**src/rtl/tsas_pkg.sv**
```systemverilog
`timescale 1ns / 1ps

package tsas_pkg;

    localparam int WORD_W        = 16;
    localparam int READ_W        = 12;
    localparam int READ_LSB      = 3;
    // burst length, a power of two so the mean is a plain shift
    localparam int BURST_SAMPLES = 16;
    localparam int CNT_W         = $clog2(BURST_SAMPLES);
    localparam int TOTAL_W       = READ_W + CNT_W;
    localparam int STEP_W        = $clog2(READ_W);
    localparam int PROD_W        = 2 * READ_W;

    localparam int CFG_IDX_W     = 3;
    localparam logic [CFG_IDX_W-1:0] CFG_X_LOW  = 3'd0;
    localparam logic [CFG_IDX_W-1:0] CFG_X_HIGH = 3'd1;
    localparam logic [CFG_IDX_W-1:0] CFG_Y_LOW  = 3'd2;
    localparam logic [CFG_IDX_W-1:0] CFG_Y_HIGH = 3'd3;
    localparam logic [CFG_IDX_W-1:0] CFG_X_SPAN = 3'd4;
    localparam logic [CFG_IDX_W-1:0] CFG_Y_SPAN = 3'd5;

    localparam logic [READ_W-1:0] RST_LOW   = 12'd0;
    localparam logic [READ_W-1:0] RST_HIGH  = 12'd4095;
    localparam logic [READ_W-1:0] RST_XSPAN = 12'd320;
    localparam logic [READ_W-1:0] RST_YSPAN = 12'd240;

    typedef struct packed {
        logic [READ_W-1:0] lo;
        logic [READ_W-1:0] hi;
        logic [READ_W-1:0] span;
    } axis_cfg_t;

    typedef enum logic [2:0] {
        SC_IDLE,
        SC_LOAD,
        SC_MUL,
        SC_DIV,
        SC_DONE
    } scale_phase_t;

    typedef enum logic {
        TS_IDLE,
        TS_CALC
    } top_state_t;

endpackage

```
**src/rtl/tsas_scale.sv**
```systemverilog
`timescale 1ns / 1ps

module tsas_scale (
    input  logic                      aclk,
    input  logic                      aresetn,
    input  logic                      start_i,
    input  logic [tsas_pkg::READ_W-1:0] mean_i,
    input  tsas_pkg::axis_cfg_t       cfg_i,
    output logic                      done_o,
    output logic [tsas_pkg::READ_W-1:0] coord_o
);
    import tsas_pkg::*;

    scale_phase_t       phase_reg, phase_next;
    logic [STEP_W-1:0]  step_reg, step_next;
    logic [READ_W-1:0]  mean_reg, mean_next;
    logic [READ_W-1:0]  num_reg, num_next;
    logic [READ_W-1:0]  den_reg, den_next;
    logic [PROD_W-1:0]  prod_reg, prod_next;

    logic [READ_W-1:0]  clamped;
    logic [READ_W:0]    mul_sum;
    logic [READ_W:0]    div_trial;
    logic [READ_W:0]    div_diff;
    logic               div_ge;
    logic               last_step;

    always_ff @(posedge aclk) begin
        if (!aresetn) begin
            phase_reg <= SC_IDLE;
            step_reg  <= '0;
        end else begin
            phase_reg <= phase_next;
            step_reg  <= step_next;
        end
    end

    always_ff @(posedge aclk) begin
        mean_reg <= mean_next;
        num_reg  <= num_next;
        den_reg  <= den_next;
        prod_reg <= prod_next;
    end

    always_comb begin
        if (mean_reg < cfg_i.lo) begin
            clamped = cfg_i.lo;
        end else if (mean_reg > cfg_i.hi) begin
            clamped = cfg_i.hi;
        end else begin
            clamped = mean_reg;
        end
        // shift-add multiply: one bit of span per step, product builds from the top
        mul_sum   = {1'b0, prod_reg[PROD_W-1:READ_W]}
                  + (prod_reg[0] ? {1'b0, num_reg} : '0);
        // restoring divide: remainder in the top half, quotient shifts in at the bottom
        div_trial = {prod_reg[PROD_W-1:READ_W], prod_reg[READ_W-1]};
        div_diff  = div_trial - {1'b0, den_reg};
        div_ge    = (div_trial >= {1'b0, den_reg});
        last_step = (step_reg == STEP_W'(READ_W - 1));
    end

    always_comb begin
        phase_next = phase_reg;
        step_next  = step_reg;
        mean_next  = mean_reg;
        num_next   = num_reg;
        den_next   = den_reg;
        prod_next  = prod_reg;
        done_o     = 1'b0;
        case (phase_reg)
            SC_IDLE: begin
                if (start_i) begin
                    mean_next  = mean_i;
                    phase_next = SC_LOAD;
                end
            end
            SC_LOAD: begin
                num_next   = clamped - cfg_i.lo;
                den_next   = cfg_i.hi - cfg_i.lo;
                prod_next  = {{READ_W{1'b0}}, cfg_i.span};
                step_next  = '0;
                phase_next = SC_MUL;
            end
            SC_MUL: begin
                prod_next = {mul_sum, prod_reg[READ_W-1:1]};
                if (last_step) begin
                    step_next  = '0;
                    phase_next = SC_DIV;
                end else begin
                    step_next = step_reg + 1'b1;
                end
            end
            SC_DIV: begin
                // product < den * 2^12, so twelve quotient bits are enough
                if (div_ge) begin
                    prod_next = {div_diff[READ_W-1:0], prod_reg[READ_W-2:0], 1'b1};
                end else begin
                    prod_next = {div_trial[READ_W-1:0], prod_reg[READ_W-2:0], 1'b0};
                end
                if (last_step) begin
                    step_next  = '0;
                    phase_next = SC_DONE;
                end else begin
                    step_next = step_reg + 1'b1;
                end
            end
            SC_DONE: begin
                done_o     = 1'b1;
                phase_next = SC_IDLE;
            end
            default: begin
                phase_next = SC_IDLE;
            end
        endcase
    end

    assign coord_o = prod_reg[READ_W-1:0];

endmodule

```
**src/rtl/touch_sample_average_scale_top.sv**
```systemverilog
`timescale 1ns / 1ps

// channel  | dir | tvalid/tready/tdata/tuser
// s_       | in  | tdata {y_word, x_word}, tuser {pressed}
// m_       | out | tdata {screen_y, screen_x}, tuser {bad_calibration, touched}
// cfg_     | in  | cfg_index, cfg_data (12 bit), always ready
//
// a pressed item that does not end a burst only adds to the count and totals,
// a released item registers a zeroed not-touched result, and the item ending a
// burst starts both axis units; the result is registered after the load, the 12
// bit-serial multiply steps, 12 restoring divide steps and done phase of each unit
// reset clears count, totals, the output valid and loads the default calibration
// s_tready is low while the units run or while an unaccepted result is held

module touch_sample_average_scale_top (
    input  logic                           aclk,
    input  logic                           aresetn,
    input  logic                           s_tvalid,
    output logic                           s_tready,
    input  logic [31:0]                    s_tdata,   // x_word[15:0], y_word[31:16]
    input  logic                           s_tuser,   // pressed
    output logic                           m_tvalid,
    input  logic                           m_tready,
    output logic [23:0]                    m_tdata,   // screen_x[11:0], screen_y[23:12]
    output logic [1:0]                     m_tuser,   // touched[0], bad_calibration[1]
    input  logic                           cfg_valid,
    output logic                           cfg_ready,
    input  logic [tsas_pkg::CFG_IDX_W-1:0] cfg_index,
    input  logic [tsas_pkg::READ_W-1:0]    cfg_data
);
    import tsas_pkg::*;

    top_state_t         state_reg, state_next;
    logic [CNT_W-1:0]   count_reg, count_next;
    logic [TOTAL_W-1:0] xtot_reg, xtot_next;
    logic [TOTAL_W-1:0] ytot_reg, ytot_next;
    logic               mvalid_reg, mvalid_next;
    logic [23:0]        mdata_reg, mdata_next;
    logic [1:0]         muser_reg, muser_next;

    axis_cfg_t          xcfg_reg, ycfg_reg;

    logic [READ_W-1:0]  x_read, y_read;
    logic [TOTAL_W-1:0] x_sum, y_sum;
    logic               s_hs;
    logic               start;
    logic               x_done, y_done;
    logic [READ_W-1:0]  x_coord, y_coord;
    logic               bad_cal;

    assign cfg_ready = 1'b1;

    always_ff @(posedge aclk) begin
        if (!aresetn) begin
            xcfg_reg <= '{lo: RST_LOW, hi: RST_HIGH, span: RST_XSPAN};
            ycfg_reg <= '{lo: RST_LOW, hi: RST_HIGH, span: RST_YSPAN};
        end else if (cfg_valid) begin
            case (cfg_index)
                CFG_X_LOW:  xcfg_reg.lo   <= cfg_data;
                CFG_X_HIGH: xcfg_reg.hi   <= cfg_data;
                CFG_Y_LOW:  ycfg_reg.lo   <= cfg_data;
                CFG_Y_HIGH: ycfg_reg.hi   <= cfg_data;
                CFG_X_SPAN: xcfg_reg.span <= cfg_data;
                CFG_Y_SPAN: ycfg_reg.span <= cfg_data;
                default: ;
            endcase
        end
    end

    always_ff @(posedge aclk) begin
        if (!aresetn) begin
            state_reg  <= TS_IDLE;
            count_reg  <= '0;
            xtot_reg   <= '0;
            ytot_reg   <= '0;
            mvalid_reg <= 1'b0;
        end else begin
            state_reg  <= state_next;
            count_reg  <= count_next;
            xtot_reg   <= xtot_next;
            ytot_reg   <= ytot_next;
            mvalid_reg <= mvalid_next;
        end
    end

    always_ff @(posedge aclk) begin
        mdata_reg <= mdata_next;
        muser_reg <= muser_next;
    end

    assign x_read  = s_tdata[READ_LSB +: READ_W];
    assign y_read  = s_tdata[WORD_W + READ_LSB +: READ_W];
    assign x_sum   = xtot_reg + TOTAL_W'(x_read);
    assign y_sum   = ytot_reg + TOTAL_W'(y_read);
    assign s_hs    = s_tvalid && s_tready;
    assign bad_cal = (xcfg_reg.hi <= xcfg_reg.lo) || (ycfg_reg.hi <= ycfg_reg.lo);

    always_comb begin
        state_next  = state_reg;
        count_next  = count_reg;
        xtot_next   = xtot_reg;
        ytot_next   = ytot_reg;
        mdata_next  = mdata_reg;
        muser_next  = muser_reg;
        mvalid_next = (mvalid_reg && m_tready) ? 1'b0 : mvalid_reg;
        s_tready    = 1'b0;
        start       = 1'b0;
        case (state_reg)
            TS_IDLE: begin
                s_tready = !mvalid_reg || m_tready;
                if (s_hs) begin
                    if (!s_tuser) begin
                        // release aborts the burst
                        count_next  = '0;
                        xtot_next   = '0;
                        ytot_next   = '0;
                        mvalid_next = 1'b1;
                        mdata_next  = '0;
                        muser_next  = 2'b00;
                    end else if (count_reg == CNT_W'(BURST_SAMPLES - 1)) begin
                        start      = 1'b1;
                        count_next = '0;
                        xtot_next  = '0;
                        ytot_next  = '0;
                        state_next = TS_CALC;
                    end else begin
                        count_next = count_reg + 1'b1;
                        xtot_next  = x_sum;
                        ytot_next  = y_sum;
                    end
                end
            end
            TS_CALC: begin
                if (x_done) begin
                    mvalid_next = 1'b1;
                    muser_next  = {bad_cal, 1'b1};
                    mdata_next  = bad_cal ? '0 : {y_coord, x_coord};
                    state_next  = TS_IDLE;
                end
            end
            default: begin
                state_next = TS_IDLE;
            end
        endcase
    end

    tsas_scale u_scale_x (
        .aclk    (aclk),
        .aresetn (aresetn),
        .start_i (start),
        .mean_i  (x_sum[TOTAL_W-1:CNT_W]),
        .cfg_i   (xcfg_reg),
        .done_o  (x_done),
        .coord_o (x_coord)
    );

    // runs in lockstep with the x unit
    tsas_scale u_scale_y (
        .aclk    (aclk),
        .aresetn (aresetn),
        .start_i (start),
        .mean_i  (y_sum[TOTAL_W-1:CNT_W]),
        .cfg_i   (ycfg_reg),
        .done_o  (y_done),
        .coord_o (y_coord)
    );

    assign m_tvalid = mvalid_reg;
    assign m_tdata  = mdata_reg;
    assign m_tuser  = muser_reg;

    // y_done is only a lockstep check on the shared start
    logic unused_done;
    assign unused_done = y_done;

endmodule

```
**config.mk**
```make
export PLATFORM = sky130hd
export DESIGN_NAME = touch_sample_average_scale_top
export DESIGN_NICKNAME = d
export VERILOG_FILES = /design/src/rtl/tsas_pkg.sv /design/src/rtl/tsas_scale.sv /design/src/rtl/touch_sample_average_scale_top.sv
export SDC_FILE = /design/constraint.sdc
export NUM_CORES = 1
export LEC_CHECK = 0
export ABC_AREA = 1
export BUFFER_PORTS_ARGS = -buffer_cell sky130_fd_sc_hd__buf_2
export CORE_MARGIN = 2
export CORE_UTILIZATION = 60
export CTS_CLUSTER_DIAMETER = 150
export DETAILED_ROUTE_END_ITERATION = 8
export GPL_TIMING_DRIVEN = 0
export PLACE_DENSITY = 0.76
export SLEW_MARGIN = 25
export SYNTH_ARGS = -nofsm -noshare
export SYNTH_HDL_FRONTEND = slang
export SYNTH_SLANG_ARGS = --single-unit
```
**constraint.sdc**
```tcl
create_clock -name aclk -period 6.6 [get_ports aclk]
set_input_delay 0.99 -clock aclk [delete_from_list [all_inputs] [get_ports aclk]]
set_output_delay 0.99 -clock aclk [all_outputs]
set_load 0.02 [all_outputs]
```
# Yosys cells after proc, flatten, opt, wreduce, memory -nomap -nowiden
# Cells that the tools add are included.
# word_totals
regBits,270
inputBits,53
output_inout_bits,29
word_cells,146
# classes
addsub,13
n_lt_le_gt_ge,8
n_eq_ne,24
muxes,49
n_bitwise,1
n_reduce_logical,26
# ops
op,n
$mux W24,6
$pmux W24 S3,2
$mux W12,6
$sub A12 B12 Y12,6
$mux W16,4
$pmux W24 S2,1
$add A16 B12 Y16,2
$add A12 B12 Y13,2
$ge A13 B12 Y1,2
$gt A12 B12 Y1,2
$le A12 B12 Y1,2
$lt A12 B12 Y1,2
$pmux W3 S4,2
$eq A3 B2 Y1 const B,6
$reduce_and A2 Y1,9
$mux W4,4
$pmux W4 S2,2
$mux W3,5
$add A4 B1 Y4 const B,3
$eq A4 B4 Y1 const B,3
$mux W1,11
$ne A2 B1 Y1 const B,5
$eq A3 B1 Y1 const B,3
$eq A3 B3 Y1 const B,3
other kinds (13),28

# Longest topological paths before layout
# logic_depth
ltp_word,8
ltp_mapped,24
mapped_depth_nobuf,24

# By module
# Synthesis repeated with hierarchy kept, for this count alone.
# hier_totals
cells_unflattened,2497
hier_area_um2,18863.1
# by_module_without_submodules
mod,n_inst,cells_each,area_per_inst_um2,seq_area_each_um2
touch_sample_average_scale_top,1,1015,7223.2,2982.9
tsas_scale at u_scale_y,1,743,5841.9,1941.9
tsas_scale at u_scale_x,1,739,5798.1,1941.9

# Worst setup path after synthesis
# No wires, ideal clock.
# synth_timing
path_kind,input to register
start,in m_tready
end,"reg mdata_reg[0], in the netlist m_tdata[0], enable pin"
setup_ns,0.421
arrival_ns,3.028
slack_ns,3.152
stages,5
path_buffers,1
cell_sequence,nor2_1 > nor2_1 > nand2_1 > buf_2 > o22ai_1
# synth_via
elab_chain_cells,5
# synth_rtl
element,line_no,rtl
from (decl),touch_sample_average_scale_top.sv:23,"input logic m_tready,"
$logic_or A1 B1 Y1,touch_sample_average_scale_top.sv:110,s_tready = !mvalid_reg || m_tready;
$mux W1,touch_sample_average_scale_top.sv:108,case (state_reg)
named net s_tready,touch_sample_average_scale_top.sv:19,"output logic s_tready,"
$logic_and A1 B1 Y1,touch_sample_average_scale_top.sv:95,assign s_hs = s_tvalid && s_tready;
$ne A2 B2 Y1 (no source line),-,
$reduce_and A3 Y1 (no source line),-,
to (signal assigned),touch_sample_average_scale_top.sv:87,mdata_reg <= mdata_next;
to (decl),touch_sample_average_scale_top.sv:38,"logic [23:0] mdata_reg, mdata_next;"
# The timed path passes the listed nets, and every way through them passes these cells.
# A chain may end at the register's enable or synchronous reset.

# Worst setup path after layout
# layout_timing
start,reg u_scale_y.mean_reg[11]
end,reg u_scale_y.num_reg[11] (data pin)
# layout_via
elab_chain_cells,4
# layout_rtl
element,line_no,rtl
from (decl),tsas_scale.sv:16,"logic [READ_W-1:0] mean_reg, mean_next;"
from (signal assigned),tsas_scale.sv:39,mean_reg <= mean_next;
$gt A12 B12 Y1,tsas_scale.sv:48,end else if (mean_reg > cfg_i.hi) begin
$mux W12,tsas_scale.sv:48,
$mux W12 *,tsas_scale.sv:46,if (mean_reg < cfg_i.lo) begin
$sub A12 B12 Y12 *,tsas_scale.sv:79,num_next = clamped - cfg_i.lo;
to (signal assigned),tsas_scale.sv:40,num_reg <= num_next;
to (decl),tsas_scale.sv:17,"logic [READ_W-1:0] num_reg, num_next;"
# Mark *: on every way between the ends. The rest lies on a longest branch, timed or not.

==> impl_metrics.ini <==
[setup_path]
crit_path_start_kind = flop
cp-end-kind = flop
worstPathArrival_ns = 4.19
required_ns = 6.89
critPathSlowestCell = edfxtp_1
timing.critical_path.cells = ha_1 > nand2_1 > inv_1 > nand2_1 > nor2_1 > nand4_1 > nand2_1 > buf_4 > nand2_1 > o211ai_1 > o21ai_0 > ha_1 > nand2_1 > o21ai_0 > a21oi_1 > nor2_1 > nand2_1 > nand2_1 > inv_1 > nand3_1 > nand2_1
critical_path.max_fanout = 10
crit_path_frequent_cell = nand2_1
crit_buf_inv = 3
setup.worst_path.class = flop to flop
crit_path_max_incr_delay_ns = 0.49
crit_family = simple AND/OR/NAND/NOR gates

[clock_tree]
tritoncts = built
cts_buffers = 28
cts_max_path_buffers = 3
post_cts_resized = 0
cts.sinks = 270
ctsHtreeMaxLevel = 1
clk_pin_slew_ns = 0.06
post_cts_buffers = 0
cts_hold_repair.buffers = 0
cts_root_buf = clkbuf_16
clkLatencyLatePin_ns = 0.55

[placed_design]
port_buffers = 71
place_ws_ns = 2.76
dp.final_hpwl_mm = 34.2
gp_congestion = 0.951

[cells_and_area]
syn2layout_area_growth_pct = 10.8
nNetsFinal = 2557
utilization_pct = 67.5
final_cell_mix = nand2_1, inv_1, a21oi_1, nor2_1, ha_1
drive_above_1_share_pct = 8.26
final_common_cell = nand2_1

[timing]
tns_ns = 0
rsz0062_at_grt = no
finClkSkew_ns = 0.0105
relSlewSlack_pct = 34.5
setup_viol = 0
finalHoldViolations = 0
worst_slack_ns = 2.70
min_period_ns = 3.90
fmax_mhz = 256
drv_slew = 0
tightest_slew_ns = 0.981
fin_crit_sh_pct = 59.2

[pwr]
leakagePower_uw = 0.00898
ir_drop_v = 0.000188
power_density_nw_per_um2 = 332

[global_route]
grt_util_all_layers_pct = 28.5
grt_pass1_wl_mm = 70.8
grt_overflow_total = 0
grt_max_degree = 26
antenna_found_initial = 5
grt_pass1_vias = 14300

[route]
vias = 15300
drt_iter0_drc = 1371
firstDrtPassIters = 5
wl_per_cell_um = 16.0
vias_per_cell = 5.60
drc_errors = 0
routed_wl_mm = 43.7
ant_nets = 0

[synth]
async_flop_share_pct = 0
syn_inst = 2220
synth-warning-count = 0
syn-mean-instance-area_um2 = 7.90
yosysSeqAreaShare_pct = 39.1
synth_edf_count = 146
synth_seq_cells = 270
syn-num-nets = 2450
syn_area_um2 = 17500
synth_cell_type_count = 49
ys.flop_type = edfxtp_1

[worst_hold_path]
hold_path_class = flop to flop

[floorplan]
die_area_um2 = 30600
row_count = 62
die_x_um = 175
initial_core_util_pct = 61.0
io_pins = 82
coreArea_um2 = 28800
fp.dieH_um = 175

[outcome]
status = finished clean

[run]
cap_violations = 0
-- metal layers --
| metal | part of all wire [%] | vias to the layer above | GRT usage, % |
|---|---|---|---|
| li1 | - | 7707 | - |
| met2 | 45 | 520 | 46.4 |
| met5 | 0.030 | - | 0 |
| met3 | 7.5 | 89 | 4.22 |
| met1 | 44 | 7006 | 39.3 |
| met4 | 2.8 | 2 | 8.85 |
-- report_power, final --
group / total (µW) / internal, µW / switching [µW]
registers: 2370 / 2180 / 184
clock network: 1570 / 912 / 657
logic: 2510 / 856 / 1660
-- metrics by stage --
stage                     instance area (µm²)  hold slack (ns)  total power (µW)  instances
final                                   19400            0.461              6450       2736
after global routing                    19400            0.482              6880       2733
after CTS                               19400            0.461              6430       2733
after detailed placement                18500            0.445              4860       2681
after global placement                  18400            0.438              4740       2675
after floorplan                         17500            0.429              4200       2220
-- worst reg2reg max path, stage by stage (launching register included) --
cell      delay [ns]
edfxtp_1        0.49
ha_1            0.37
nand2_1         0.08
inv_1           0.05
nand2_1         0.06
nor2_1          0.20
nand4_1         0.23
nand2_1         0.19
buf_4           0.19
nand2_1         0.07
o211ai_1        0.07
o21ai_0         0.12
ha_1            0.36
nand2_1         0.06
o21ai_0         0.38
a21oi_1         0.23
nor2_1          0.13
nand2_1         0.06
nand2_1         0.11
inv_1           0.05
nand3_1         0.07
nand2_1         0.08
-- cell families after synthesis --
logic type	count (synthesis)	share of synthesized area (%)
AND/OR/NAND/NOR	868	21.0
AO/OA/AOI/OAI	483	15.5
buffers and inverters	352	7.88
flip-flops	270	39.1
adder cells (fa/ha/maj)	177	13.0
XOR/XNOR	69	3.44
other	1	0.0214
-- cell type report --
cell class                      count  area [µm²]
Multi-Input combinational cell   1598        9340
Fill cell                        2410        9350
Buffer                             55         268
Tap cell                          384         480
Timing Repair Buffer               77         444
Clock buffer                       34         776
Sequential cell                   270        6870
Clock inverter                     18         143
Antenna cell                        3        7.51
Inverter                          297        1110
-- worst paths after layout --
path                                from               endpoint  slack (ns)  depth (start not counted)
hold reg to reg              xcfg_reg[6]            xcfg_reg[6]        0.46                          2
setup reg to reg  u_scale_y.mean_reg[11]  u_scale_y.num_reg[11]        2.70                         21
setup / recovery  u_scale_y.mean_reg[11]  u_scale_y.num_reg[11]        2.70                         21
hold / removal               xcfg_reg[6]            xcfg_reg[6]        0.46                          2
-- synthesized netlist by cell type, types with 8 or more instances --
cell	count	area share (%)
a21o_1	10	0.43
a21oi_1	198	5.6
a31oi_1	13	0.46
and2_1	12	0.43
buf_2	13	0.37
clkbuf_1	34	0.73
dfxtp_1	124	14
edfxtp_1	146	25
fa_1	10	1.1
ha_1	167	12
inv_1	289	6.2
nand2_1	483	10
nand3_1	92	2.6
nand3b_1	8	0.34
nand4_1	24	0.86
nor2_1	188	4.0
nor2_2	20	0.71
nor3_1	17	0.48
o211ai_1	38	1.6
o21ai_0	151	4.3
o21ai_1	19	0.54
o221ai_1	20	1.0
xnor2_1	26	1.3
xor2_1	43	2.1
Power figures use the tool's default switching activity.
